**config.mk**
```make
export PLATFORM = sky130hd
export DESIGN_NAME = ptd_cordic_cell
export DESIGN_NICKNAME = d
export VERILOG_FILES = /design/src/design/ptd_pkg.sv /design/src/design/ptd_cordic_cell.sv
export SDC_FILE = /design/constraint.sdc
export NUM_CORES = 1
export LEC_CHECK = 0
export BUFFER_PORTS_ARGS = -buffer_cell sky130_fd_sc_hd__clkbuf_2
export CAP_MARGIN = 20
export CORE_UTILIZATION = 47
export DETAILED_ROUTE_END_ITERATION = 16
export PLACE_DENSITY_LB_ADDON = 0.15
export SLEW_MARGIN = 20
export SYNTH_ARGS = -nofsm -noshare
export SYNTH_HDL_FRONTEND = slang
export SYNTH_SLANG_ARGS = --single-unit
```
**constraint.sdc**
```tcl
create_clock -name clk -period 6.2 [get_ports clk]
set_input_delay 0.31 -clock clk [delete_from_list [all_inputs] [get_ports clk]]
set_output_delay 0.31 -clock clk [all_outputs]
set_load 0.005 [all_outputs]
```
**src/design/ptd_pkg.sv**
```systemverilog
// ----------------------------------------------------------------------------
// ptd_pkg: shared types and constants of the 3D point transform
// Mode codes, CORDIC widths and constants, the arctangent table and the
// control word that travels with each transaction down the pipeline.
// ----------------------------------------------------------------------------
package ptd_pkg;

  typedef enum logic [1:0] {
    MODE_TRANSLATE = 2'd0,
    MODE_ROT_X     = 2'd1,
    MODE_ROT_Y     = 2'd2,
    MODE_ROT_Z     = 2'd3
  } ptd_mode_t;

  // Angle in Q4.12 radians.
  localparam int ANG_W = 16;
  localparam logic signed [ANG_W-1:0] ANG_TWO_PI  = 16'sd25736;
  localparam logic signed [ANG_W-1:0] ANG_PI      = 16'sd12868;
  localparam logic signed [ANG_W-1:0] ANG_HALF_PI = 16'sd6434;

  // CORDIC angle accumulator in Q28, vector components in Q30.
  localparam int Z_W  = 32;
  localparam int XY_W = 34;
  localparam logic signed [XY_W-1:0] CORDIC_GAIN = 34'sd652032874;
  localparam logic signed [XY_W-1:0] ROUND_Q14   = 34'sd8192;

  // Sine and cosine in Q16.
  localparam int K_W = 18;

  typedef struct packed {
    logic      valid;
    ptd_mode_t mode;
    logic      neg;
  } ptd_ctrl_t;

  function automatic logic signed [Z_W-1:0] atan_q28(input int unsigned idx);
    logic signed [Z_W-1:0] r;
    case (idx)
      0:  r = 32'sd210828714;
      1:  r = 32'sd124459457;
      2:  r = 32'sd65760959;
      3:  r = 32'sd33381290;
      4:  r = 32'sd16755422;
      5:  r = 32'sd8385879;
      6:  r = 32'sd4193963;
      7:  r = 32'sd2097109;
      8:  r = 32'sd1048571;
      9:  r = 32'sd524287;
      10: r = 32'sd262144;
      11: r = 32'sd131072;
      12: r = 32'sd65536;
      13: r = 32'sd32768;
      14: r = 32'sd16384;
      15: r = 32'sd8192;
      16: r = 32'sd4096;
      17: r = 32'sd2048;
      18: r = 32'sd1024;
      19: r = 32'sd512;
      20: r = 32'sd256;
      21: r = 32'sd128;
      22: r = 32'sd64;
      23: r = 32'sd32;
      default: r = 32'sd0;
    endcase
    return r;
  endfunction

endpackage

```
**src/design/ptd_cordic_cell.sv**
```systemverilog
// ----------------------------------------------------------------------------
// ptd_cordic_cell: one rotation-mode CORDIC micro-rotation
// Rotates the vector by +/- atan(2^-STAGE) toward a zero residual angle and
// hands the vector and the transaction's point on to the next cell.
// ----------------------------------------------------------------------------
module ptd_cordic_cell #(
  parameter int COORD_WIDTH = 32,
  parameter int STAGE       = 0
) (
  input  logic                            clk,
  input  logic                            rst,
  input  ptd_pkg::ptd_ctrl_t              ctrl_in,
  input  logic signed [ptd_pkg::XY_W-1:0] x_in,
  input  logic signed [ptd_pkg::XY_W-1:0] y_in,
  input  logic signed [ptd_pkg::Z_W-1:0]  z_in,
  input  logic signed [COORD_WIDTH:0]     vx_in,
  input  logic signed [COORD_WIDTH:0]     vy_in,
  input  logic signed [COORD_WIDTH:0]     vz_in,
  output logic                            ready,
  input  logic                            ready_next,
  output ptd_pkg::ptd_ctrl_t              ctrl_out,
  output logic signed [ptd_pkg::XY_W-1:0] x_out,
  output logic signed [ptd_pkg::XY_W-1:0] y_out,
  output logic signed [ptd_pkg::Z_W-1:0]  z_out,
  output logic signed [COORD_WIDTH:0]     vx_out,
  output logic signed [COORD_WIDTH:0]     vy_out,
  output logic signed [COORD_WIDTH:0]     vz_out
);

  localparam logic signed [ptd_pkg::Z_W-1:0] ATAN = ptd_pkg::atan_q28(STAGE);

  logic signed [ptd_pkg::XY_W-1:0] xs, ys, x_next, y_next;
  logic signed [ptd_pkg::Z_W-1:0]  z_next;

  assign ready = !ctrl_out.valid || ready_next;
  assign xs = x_in >>> STAGE;
  assign ys = y_in >>> STAGE;

  always_comb begin
    if (!z_in[ptd_pkg::Z_W-1]) begin
      x_next = x_in - ys;
      y_next = y_in + xs;
      z_next = z_in - ATAN;
    end else begin
      x_next = x_in + ys;
      y_next = y_in - xs;
      z_next = z_in + ATAN;
    end
  end

  always_ff @(posedge clk) begin
    if (rst) begin
      ctrl_out.valid <= 1'b0;
    end else if (ready) begin
      ctrl_out.valid <= ctrl_in.valid;
    end
  end

  always_ff @(posedge clk) begin
    if (ready) begin
      ctrl_out.mode <= ctrl_in.mode;
      ctrl_out.neg  <= ctrl_in.neg;
      x_out  <= x_next;
      y_out  <= y_next;
      z_out  <= z_next;
      vx_out <= vx_in;
      vy_out <= vy_in;
      vz_out <= vz_in;
    end
  end

endmodule

```
==> flow_summary.toml <==
[timing]
finalHoldViolCount = 0
rsz0062_at_grt = "false"
period_share_pct = 58.70
clock.fmax_mhz = 274.8
worst_clock_skew_ns = 0.007230
final-setup-viol-count = 0
post-route-min-period_ns = 3.639
slew_violations = 0
final.setup.tns_ns = 0
worst_pin_slew_ns = 1.262
slew-limit-headroom_pct = 15.84

[setup_path]
worst-endpoint-arrival_ns = 3.89
startpoint_type = "input pin"
crit_buf_inv = 2
critPathKind = "in -> reg"
critical_path.startpoint = "x_in[13]"
cp.required_ns = 6.45
cp_top_family = "compound AO/OA/AOI/OAI gates"
cp_slowest_cell = "o31ai_1"
endpoint_kind = "register"
path_cells = "clkbuf_2 -> inv_1 -> ha_1 -> and3_1 -> nand2_1 -> a2111oi_0 -> nor3_1 -> o31ai_1 -> a31oi_1 -> o41ai_1 -> mux2_2 -> xor2_1"
reg2reg_from = "ctrl_out[3]"
critPathMaxFanout = 16
slowest_delay_ns = 0.70

[cells_and_area]
final_cell_mix = "clkbuf_2, edfxtp_1, a21oi_1"
layout_commonest_cell = "clkbuf_2"
drive_gt1_share_pct = 27.48
finish.utilization_pct = 63.76
n_fill_cell = 2232
layout.nets = 2068
area_growth_pct = 31.93

[pwr]
power.leakage_nw = 7.905
totalPowerFinal_w = 0.004435
ir_drop_mv = 0.1759
powerDensity_nw_per_um2 = 255.9

[drt]
drt-pass1-iter-count = 5
drcViolationCount = 0
dr_wl_met3_um = 2740
top_layer = "met5"
m1WireLength_um = 17280
vias_per_cell = 5.526
wl_met2_um = 21190
route.vias.total = 11730
wl_per_cell_um = 20.48
wl_um = 43450
first_iter_violations = 994
antenna_left = 0

[synth]
synth_top_family_by_area = "compound AO/OA/AOI/OAI gates"
synth_fa_ha_area_share_pct = 12.90
synth_nets = 1571
netlist_instances = 1232
synth.avg_cell_area_um2 = 10.66
synth-seq-cells = 202
ys_seq_area_share_pct = 46.11
ys_types = 82
yosys.area_share.xor_xnor_pct = 6.068
synth_edf_count = 201
synth_compound_area_share_pct = 19.13
synth.area.mux_share_pct = 1.620
synthSimpleGateAreaFrac_pct = 9.136
syn_area_um2 = 13130
yosys_most_used_dff = "edfxtp_1"
async_reset_ff_share_pct = 0
yosysWarnings = 0

[cts]
holdBufCountCts = 105
clk_latency_ns = 0.51
path_clk_slew_ns = 0.06
numCtsBuffers = 24
cts_resized = 0
cts_setup_buffers = 0
htreeDepth = 1
clockBufferDepth = 3
clock_sinks = 202
cts-root-buf = "clkbuf_16"
cts_tree = "done"

[worst_hold_path]
hold_path.class = "in -> reg"
hp-start = "z_in[1]"

[job]
drv_cap = 0

[global_routing]
track_usage_pct = 29.29
gr-total-overflow = 0
grt_pass1_wl_um = 64230
antenna_found_initial = 4
grt_max_degree = 204
first_global_vias = 11240

[floorplan]
initial_core_util_pct = 48.33
coreArea_um2 = 27180
ios = 410
die_area_um2 = 28620
fp-row-count = 60
die_h_um = 169.2
die_w_um = 169.2

[placement]
hpwl_um = 31890
globalplace.congestion = 0.9682
portBuffers = 409

[status]
status = "completed"
==> layer usage <==
layer  GRT usage [%]  vias to the layer above
li1                -                     5523
met1           35.54                     5550
met2           50.67                      539
met3           4.268                      113
met4           14.92                        2
met5               0                        -
==> area by class of cell <==
cell class | count | area (um^2) | area share, %
Timing Repair Buffer | 517 | 3133 | 18.08
Tap cell | 372 | 465.4 | 2.686
Multi-Input combinational cell | 866 | 6424 | 37.07
Antenna cell | 3 | 7.507 | 0.04332
Clock buffer | 34 | 689.4 | 3.979
Sequential cell | 202 | 6056 | 34.95
Inverter | 118 | 442.9 | 2.556
Clock inverter | 10 | 110.1 | 0.6354
==> metrics by stage <==
step	cells	setup slack (ns)	area (um^2)	hold WS, ns
2_1_floorplan	1232	0.4122	13130	0.3791
3_3_place_gp	1970	2.165	15470	0.4738
3_5_place_dp	1970	2.122	15470	0.4712
4_1_cts	2119	2.666	17320	0.05477
5_1_grt	2122	2.388	17330	0.06622
6_report	2122	2.561	17330	0.07540
==> worst reg2reg max path, delay by kind of cell, from the launching register on <==
family / cells / cell delay, ns
AOI/OAI and AO/OA: 1 / 0.15
buffers and inverters: 2 / 1.23
DFF: 1 / 0.34
and+or+nand+nor: 1 / 0.09
==> cells in the mapped netlist (3+ instances only) <==
library cell  count  area (um^2)
or4_1             5        37.54
nand3b_1          3        22.52
and4_1            3        26.28
a211oi_2          3        37.54
nand2_1          60        225.2
clkbuf_1         19        71.32
o221ai_1          4        35.03
buf_2            10        50.05
o21bai_1         23        172.7
o31ai_1          16        120.1
o211ai_1          9        67.56
a2111oi_0         4        35.03
nand3_1          13        65.06
buf_4             5        37.54
a221o_1           4        40.04
o31a_1            3        26.28
buf_1            10        37.54
mux2i_1          19        190.2
nand4_1           9        56.30
ha_1            129         1614
fa_1              4        80.08
nor3b_1           5        37.54
xor2_1           19        166.4
a221oi_1          4        35.03
nand2b_1          6        37.54
nor2b_1          14        87.58
o21ai_0          71        355.3
xnor2_1          72        630.6
nor4_1            6        37.54
or3_1             6        37.54
a31oi_1          15        93.84
a21boi_0          6        45.04
and3_1            6        37.54
a22oi_1           3        22.52
inv_1           115        431.7
a21oi_1         134        670.6
a211oi_1          7        52.55
o21a_1            6        45.04
edfxtp_1        201         6036
o2111ai_1         5        43.79
nor2_1           67        251.5
a21o_1           33        247.7
nor3_1           16        80.08
and2_1            7        43.79
==> state kept, by name, indices dropped and copies added, names as in the netlist <==
name and count:
z_out 32, vx_out 33, vy_out 33, vz_out 33, y_out 34, ctrl_out 4
x_out 33
==> where the power goes <==
group	leakage, nW	switching, W	total, W	internal (W)
logic	5.43	0.000700	0.00120	0.000503
clock network	0.385	0.000566	0.00142	0.000858
registers	2.09	0.0000609	0.00181	0.00175
==> cells by family (layout without fill, tap and decap cells) <==
logic type	Yosys count	in the layout
AO/OA/AOI/OAI	383	383
other	0	3
AND/OR/NAND/NOR	238	238
multiplexers	21	21
XOR/XNOR	91	91
adder cells (fa/ha/maj)	133	133
buffers and inverters	164	679
flip-flops	202	202
==> final timing paths <==
path / slack, ns / end / depth (start not counted)
worst max-delay path: 2.56 / x_out[31] / 12
worst min register to register: 1.03 / vx_out[3] / 2
worst max register to register: 4.27 / ctrl_out[3] / 4
worst min-delay path: 0.08 / z_out[1] / 2
Power figures use the tool's default switching activity.
