**config.mk**
```make
export PLATFORM = sky130hd
export DESIGN_NAME = ptd_prep_flat
export DESIGN_NICKNAME = d
export VERILOG_FILES = /design/src/design/ptd_pkg.sv /design/src/design/ptd_if.sv /design/src/design/ptd_prep.sv /design/src/flat_wrapper.sv
export SDC_FILE = /design/constraint.sdc
export NUM_CORES = 1
export LEC_CHECK = 0
export BUFFER_PORTS_ARGS = -buffer_cell sky130_fd_sc_hd__buf_2
export CAP_MARGIN = 10
export CORE_MARGIN = 2
export CORE_UTILIZATION = 30
export DETAILED_ROUTE_END_ITERATION = 10
export GPL_TIMING_DRIVEN = 0
export PLACE_DENSITY = 0.51
export SLEW_MARGIN = 25
export SYNTH_ARGS = -nofsm -noshare
export SYNTH_HDL_FRONTEND = slang
export SYNTH_SLANG_ARGS = --single-unit
```
**constraint.sdc**
```tcl
create_clock -name clk -period 4.43 [get_ports clk]
set_clock_uncertainty 0.1 [all_clocks]
set_input_delay 0.2215 -clock clk [delete_from_list [all_inputs] [get_ports clk]]
set_output_delay 0.2215 -clock clk [all_outputs]
set_load 0.01 [all_outputs]
```
**src/design/ptd_pkg.sv**
```systemverilog
// ----------------------------------------------------------------------------
// ptd_pkg: shared types and constants of the 3D point transform
// Mode codes, CORDIC widths and constants, the arctangent table and the
// control word that travels with each transaction down the pipeline.
// ----------------------------------------------------------------------------
package ptd_pkg;

  typedef enum logic [1:0] {
    MODE_TRANSLATE = 2'd0,
    MODE_ROT_X     = 2'd1,
    MODE_ROT_Y     = 2'd2,
    MODE_ROT_Z     = 2'd3
  } ptd_mode_t;

  // Angle in Q4.12 radians.
  localparam int ANG_W = 16;
  localparam logic signed [ANG_W-1:0] ANG_TWO_PI  = 16'sd25736;
  localparam logic signed [ANG_W-1:0] ANG_PI      = 16'sd12868;
  localparam logic signed [ANG_W-1:0] ANG_HALF_PI = 16'sd6434;

  // CORDIC angle accumulator in Q28, vector components in Q30.
  localparam int Z_W  = 32;
  localparam int XY_W = 34;
  localparam logic signed [XY_W-1:0] CORDIC_GAIN = 34'sd652032874;
  localparam logic signed [XY_W-1:0] ROUND_Q14   = 34'sd8192;

  // Sine and cosine in Q16.
  localparam int K_W = 18;

  typedef struct packed {
    logic      valid;
    ptd_mode_t mode;
    logic      neg;
  } ptd_ctrl_t;

  function automatic logic signed [Z_W-1:0] atan_q28(input int unsigned idx);
    logic signed [Z_W-1:0] r;
    case (idx)
      0:  r = 32'sd210828714;
      1:  r = 32'sd124459457;
      2:  r = 32'sd65760959;
      3:  r = 32'sd33381290;
      4:  r = 32'sd16755422;
      5:  r = 32'sd8385879;
      6:  r = 32'sd4193963;
      7:  r = 32'sd2097109;
      8:  r = 32'sd1048571;
      9:  r = 32'sd524287;
      10: r = 32'sd262144;
      11: r = 32'sd131072;
      12: r = 32'sd65536;
      13: r = 32'sd32768;
      14: r = 32'sd16384;
      15: r = 32'sd8192;
      16: r = 32'sd4096;
      17: r = 32'sd2048;
      18: r = 32'sd1024;
      19: r = 32'sd512;
      20: r = 32'sd256;
      21: r = 32'sd128;
      22: r = 32'sd64;
      23: r = 32'sd32;
      default: r = 32'sd0;
    endcase
    return r;
  endfunction

endpackage

```
**src/design/ptd_if.sv**
```systemverilog
// ----------------------------------------------------------------------------
// ptd_if: point and image channels of the 3D point transform
// Valid/ready channels; a transaction completes on a clock edge with both high.
// ----------------------------------------------------------------------------
interface ptd_in_if;
  logic               valid;
  logic               ready;
  logic [1:0]         mode;
  logic signed [31:0] point_x;
  logic signed [31:0] point_y;
  logic signed [31:0] point_z;
  logic signed [31:0] delta_x;
  logic signed [31:0] delta_y;
  logic signed [31:0] delta_z;
  logic signed [15:0] angle;

  modport source (
    output valid, mode, point_x, point_y, point_z, delta_x, delta_y, delta_z, angle,
    input  ready
  );
  modport sink (
    input  valid, mode, point_x, point_y, point_z, delta_x, delta_y, delta_z, angle,
    output ready
  );
endinterface


```
**src/design/ptd_prep.sv**
```systemverilog
// ----------------------------------------------------------------------------
// ptd_prep: entry stage of the 3D point transform
// Reduces the angle to [-pi/2, pi/2], seeds the CORDIC vector and forms the
// translated point for mode 0 (the plain point for the rotations).
// ----------------------------------------------------------------------------
module ptd_prep #(
  parameter int COORD_WIDTH = 32
) (
  input  logic                                 clk,
  input  logic                                 rst,
  ptd_in_if.sink                               point_in,
  input  logic                                 ready_next,
  output ptd_pkg::ptd_ctrl_t                   ctrl,
  output logic signed [ptd_pkg::XY_W-1:0]      x,
  output logic signed [ptd_pkg::XY_W-1:0]      y,
  output logic signed [ptd_pkg::Z_W-1:0]       z,
  output logic signed [COORD_WIDTH:0]          vx,
  output logic signed [COORD_WIDTH:0]          vy,
  output logic signed [COORD_WIDTH:0]          vz
);

  logic signed [COORD_WIDTH-1:0] pxc, pyc, pzc, dxc, dyc, dzc;
  logic signed [ptd_pkg::ANG_W-1:0] a_wrap, a_fold;
  logic neg;
  logic en;
  ptd_pkg::ptd_mode_t mode;
  logic signed [COORD_WIDTH:0] vx_next, vy_next, vz_next;

  // Coordinates are read at COORD_WIDTH bits; a wider core sees them as positive.
  if (COORD_WIDTH <= 32) begin : g_narrow
    assign pxc = $signed(point_in.point_x[COORD_WIDTH-1:0]);
    assign pyc = $signed(point_in.point_y[COORD_WIDTH-1:0]);
    assign pzc = $signed(point_in.point_z[COORD_WIDTH-1:0]);
    assign dxc = $signed(point_in.delta_x[COORD_WIDTH-1:0]);
    assign dyc = $signed(point_in.delta_y[COORD_WIDTH-1:0]);
    assign dzc = $signed(point_in.delta_z[COORD_WIDTH-1:0]);
  end else begin : g_wide
    assign pxc = $signed({{(COORD_WIDTH-32){1'b0}}, point_in.point_x});
    assign pyc = $signed({{(COORD_WIDTH-32){1'b0}}, point_in.point_y});
    assign pzc = $signed({{(COORD_WIDTH-32){1'b0}}, point_in.point_z});
    assign dxc = $signed({{(COORD_WIDTH-32){1'b0}}, point_in.delta_x});
    assign dyc = $signed({{(COORD_WIDTH-32){1'b0}}, point_in.delta_y});
    assign dzc = $signed({{(COORD_WIDTH-32){1'b0}}, point_in.delta_z});
  end

  assign mode = ptd_pkg::ptd_mode_t'(point_in.mode);
  assign en = !ctrl.valid || ready_next;
  assign point_in.ready = en;

  always_comb begin
    // One wrap by 2*pi covers the whole Q4.12 input range.
    if (point_in.angle > ptd_pkg::ANG_PI) begin
      a_wrap = point_in.angle - ptd_pkg::ANG_TWO_PI;
    end else if (point_in.angle < -ptd_pkg::ANG_PI) begin
      a_wrap = point_in.angle + ptd_pkg::ANG_TWO_PI;
    end else begin
      a_wrap = point_in.angle;
    end
    // Outside the right half plane, rotate by pi and negate sine and cosine later.
    if (a_wrap > ptd_pkg::ANG_HALF_PI) begin
      a_fold = a_wrap - ptd_pkg::ANG_PI;
      neg = 1'b1;
    end else if (a_wrap < -ptd_pkg::ANG_HALF_PI) begin
      a_fold = a_wrap + ptd_pkg::ANG_PI;
      neg = 1'b1;
    end else begin
      a_fold = a_wrap;
      neg = 1'b0;
    end
    if (mode == ptd_pkg::MODE_TRANSLATE) begin
      vx_next = (COORD_WIDTH+1)'(pxc) + (COORD_WIDTH+1)'(dxc);
      vy_next = (COORD_WIDTH+1)'(pyc) + (COORD_WIDTH+1)'(dyc);
      vz_next = (COORD_WIDTH+1)'(pzc) + (COORD_WIDTH+1)'(dzc);
    end else begin
      vx_next = (COORD_WIDTH+1)'(pxc);
      vy_next = (COORD_WIDTH+1)'(pyc);
      vz_next = (COORD_WIDTH+1)'(pzc);
    end
  end

  always_ff @(posedge clk) begin
    if (rst) begin
      ctrl.valid <= 1'b0;
    end else if (en) begin
      ctrl.valid <= point_in.valid;
    end
  end

  always_ff @(posedge clk) begin
    if (en) begin
      ctrl.mode <= mode;
      ctrl.neg  <= neg;
      x  <= ptd_pkg::CORDIC_GAIN;
      y  <= '0;
      z  <= $signed({a_fold, 16'b0});
      vx <= vx_next;
      vy <= vy_next;
      vz <= vz_next;
    end
  end

endmodule

```
**src/flat_wrapper.sv**
```systemverilog
// flat-port wrapper written by rule: the top's interface ports become plain ports
module ptd_prep_flat 
#(
  parameter int COORD_WIDTH = 32
)
  (clk, rst, ready_next, ctrl, x, y, z, vx, vy, vz, point_in_valid, point_in_mode, point_in_point_x, point_in_point_y, point_in_point_z, point_in_delta_x, point_in_delta_y, point_in_delta_z, point_in_angle, point_in_ready);
  ptd_in_if point_in_i ();
  input  logic clk;
  input  logic rst;
  input  logic ready_next;
  output ptd_pkg::ptd_ctrl_t ctrl;
  output logic signed [ptd_pkg::XY_W-1:0] x;
  output logic signed [ptd_pkg::XY_W-1:0] y;
  output logic signed [ptd_pkg::Z_W-1:0] z;
  output logic signed [COORD_WIDTH:0] vx;
  output logic signed [COORD_WIDTH:0] vy;
  output logic signed [COORD_WIDTH:0] vz;
  input wire logic [$bits(point_in_i.valid)-1:0] point_in_valid;
  input wire logic [$bits(point_in_i.mode)-1:0] point_in_mode;
  input wire logic [$bits(point_in_i.point_x)-1:0] point_in_point_x;
  input wire logic [$bits(point_in_i.point_y)-1:0] point_in_point_y;
  input wire logic [$bits(point_in_i.point_z)-1:0] point_in_point_z;
  input wire logic [$bits(point_in_i.delta_x)-1:0] point_in_delta_x;
  input wire logic [$bits(point_in_i.delta_y)-1:0] point_in_delta_y;
  input wire logic [$bits(point_in_i.delta_z)-1:0] point_in_delta_z;
  input wire logic [$bits(point_in_i.angle)-1:0] point_in_angle;
  output wire logic [$bits(point_in_i.ready)-1:0] point_in_ready;
  assign point_in_i.valid = point_in_valid;
  assign point_in_i.mode = point_in_mode;
  assign point_in_i.point_x = point_in_point_x;
  assign point_in_i.point_y = point_in_point_y;
  assign point_in_i.point_z = point_in_point_z;
  assign point_in_i.delta_x = point_in_delta_x;
  assign point_in_i.delta_y = point_in_delta_y;
  assign point_in_i.delta_z = point_in_delta_z;
  assign point_in_i.angle = point_in_angle;
  assign point_in_ready = point_in_i.ready;
  ptd_prep #(.COORD_WIDTH(COORD_WIDTH)) u_core (.clk(clk), .rst(rst), .point_in(point_in_i), .ready_next(ready_next), .ctrl(ctrl), .x(x), .y(y), .z(z), .vx(vx), .vy(vy), .vz(vz));
endmodule
```
==> summary.txt <==
Status
  – Status: complete, no violations

Detailed routing
  – Final ANT Viol Nets: 0
  – Detailed-route via count: 10960
  – Post-route DRC: 0
  – Vias/cell: 4.865
  – Initial DRT Pass Iterations: 5
  – Starting DRC count in detailed routing: 526
  – WL/cell: 16.88 um
  – Post-Route WL: 38000 um

Timing
  – Period utilisation layout: 91.62%
  – Final Max Tran Viols: 0
  – Worst setup margin: 0.3714 ns
  – Min Clock Period, post-route: 4.059 ns
  – Worst hold margin: 0.02756 ns
  – Highest clock rate: 246.4 MHz
  – Setup violations, final: 0
  – Worst Max-Slew Pin Slew: 0.9180 ns
  – Setup TNS: 0 ns
  – RSZ-0062 raised after global routing: false
  – Slew margin rel.: 38.80%
  – Final-report hold violation count: 0

Clocking
  – CTS tree: built
  – CTS max path bufs: 2
  – Worst-Skew Late Latency: 0.43 ns
  – Clock slew at reported path FFs: 0.06 ns
  – H-tree Lvls: 4
  – Root buf cell: clkbuf_16
  – Total clock sinks: 119
  – Post-CTS setup buffers: 0
  – Cts bufs inserted: 17

Job
  – Max-cap violations: 0

Placed design
  – IO Port Bufs: 327
  – Detailed Place HPWL: 30150 um
  – Global placer's final weighted congestion: 0.8816
  – Pre-CTS setup slack: 0.3265 ns
  – Placed cells: 2129
  – DP Area: 13570 um^2

Setup path
  – Critical Path AT: 4.11 ns
  – CP Data Required Time: 4.48 ns
  – WS Path Type: primary input to flop
  – Setup crit end kind: flop
  – CP max FO: 4
  – Worst setup SP type: primary input

Global routing
  – Number of global-route vias before repair: 10580
  – First-pass GRT wire length: 57150 um
  – Total congestion overflow: 0
  – Largest net degree at the start of global routing: 48
  – GRT Total Usage: 19.33%
  – Initial antenna violation count: 13

Layout
  – Post-route cell area: 14990 um^2
  – Most common cell after layout, fill and taps aside: buf_2
  – Filler instances: 3693
  – Most frequent cells in the layout: buf_2 (334), nand2_1 (164), o21ai_0 (138)
  – Fin nets: 2080
  – Final Non-Filler Cells: 2252
  – Layout cells sized above 1: 26.20%
  – Finished Core Util: 41.24%
  – Area delta synth->final: 36.50%

Logic synthesis
  – Synthesized instance count: 1250
  – Mux cell area share after synthesis: 0.2734%
  – Synthesis warning total: 0
  – Post-Synth Simple-Gate Area: 14.42%
  – Async SR Flop Fraction: 0%
  – Post-synth top flop: edfxtp_1
  – XOR/XNOR share of the synthesized area: 7.884%
  – Post-synthesis sequential area ratio: 32.45%
  – Number of synthesized register bits: 119
  – Post-synth cell types: 76
  – Compound-cell area share of the yosys netlist: 24.34%
  – Largest family of logic cells by synthesized area: compound AO/OA/AOI/OAI gates
  – Adder-Cell Fraction of Synth Area: 11.94%
  – Number of synthesized flops with an enable pin: 118
  – Mean Syn Cell Area: 8.785 um^2
  – Cell Area, Synth: 10980 um^2

Floorplanning
  – Initial Util: 30.21%
  – Row cnt: 70
  – Chip height: 195.3 um
  – Die area: 38150 um^2
  – Die X: 195.3 um
  – Boundary Pins: 418
  – Core box area: 36350 um^2

Power
  – P_leak: 7.107 nW
  – Total power draw: 4.442 mW
  – Peak supply drop: 0.0002660 V
  – Pwr Density: 296.3 nW/um^2

Min path
  – Worst hold-check path type: primary input to flop
==> synth_stat cells (21+ instances only) <==
| master | count | area [um^2] |
|---|---|---|
| clkbuf_1 | 25 | 93.84 |
| nor3_1 | 21 | 105.1 |
| inv_1 | 46 | 172.7 |
| nand3_1 | 25 | 125.1 |
| ha_1 | 100 | 1251 |
| nand2_1 | 164 | 615.6 |
| nor2_1 | 52 | 195.2 |
| a21oi_1 | 81 | 405.4 |
| edfxtp_1 | 118 | 3543 |
| o21ai_0 | 138 | 690.7 |
| xor2_1 | 43 | 376.6 |
| nand2b_1 | 25 | 156.4 |
| xnor2_1 | 54 | 473.0 |
| a21o_1 | 44 | 330.3 |
| buf_4 | 84 | 630.6 |
==> report_power, final <==
group / switching, mW / total [mW] / internal [mW]
clock: 0.544 / 1.42 / 0.872
sequential: 0.0403 / 1.46 / 1.42
combinational: 0.880 / 1.56 / 0.681
total: 1.46 / 4.44 / 2.98
==> repair_timing <==
action | 4_1_cts | 5_1_grt
endpoints found under the setup margin | 0 | 1
resized for setup | 0 | 1
hold buffers | 83 | 0
endpoints found under the hold margin | 82 | 0
==> worst max-delay path, stage by stage <==
cell,delay (ns)
dlygate4sd3_1,0.53
buf_2,0.11
ha_1,0.21
inv_1,0.07
fa_1,0.39
nand2b_1,0.18
a21oi_1,0.22
o2111ai_1,0.26
a2111oi_1,0.78
o2111ai_1,0.22
a31oi_1,0.28
a21oi_1,0.13
o21bai_1,0.24
xnor2_1,0.15
o21ai_0,0.11
==> metal layers <==
layer,share of wire [%],up-vias,track usage (%),wire (um)
met4,2.3,10,6.701,865
met1,43,5022,23.39,16410
met2,48,389,33.25,18070
met5,0.20,-,0,75
li1,-,5485,-,-
met3,6.8,51,4.957,2585
==> state kept, by name, indices dropped and copies added, names as in the netlist <==
register / cells
u_core.vz: 33
u_core.ctrl: 4
u_core.z: 16
u_core.vy: 33
u_core.vx: 33
==> path summary, 6_finish.rpt <==
check | from | end | slack (ns) | depth (start not counted)
worst min register to register | u_core.ctrl[3] | u_core.vy[19] | 0.96 | 1
worst max-delay path | point_in_point_x[0] | u_core.vx[30] | 0.37 | 15
worst min-delay path | point_in_point_z[7] | u_core.vz[7] | 0.03 | 3
worst max register to register | u_core.ctrl[3] | u_core.ctrl[3] | 2.43 | 4
==> layout make-up <==
type | count | area [um^2] | area share, %
multi-input cells | 1049 | 6788 | 45.28
flip-flops and latches | 119 | 3563 | 23.77
repair buffers | 412 | 2515 | 16.78
plain buffers | 118 | 774.5 | 5.167
well taps | 468 | 585.6 | 3.906
clock buffers | 20 | 436.7 | 2.913
inverters | 46 | 172.7 | 1.152
clock inverters | 11 | 132.6 | 0.8847
diodes | 9 | 22.52 | 0.1502
==> cells by family (layout without fill, tap and decap cells) <==
logic type      Yosys count  count (layout)
compound gates          417             417
simple gates            344             344
buf+inv                 164             607
flops                   119             119
fa+ha+maj               103             103
xor+xnor                 98              98
mux                       3               3
other cells               2              93
Note: power is estimated with default switching activity, not from simulation.
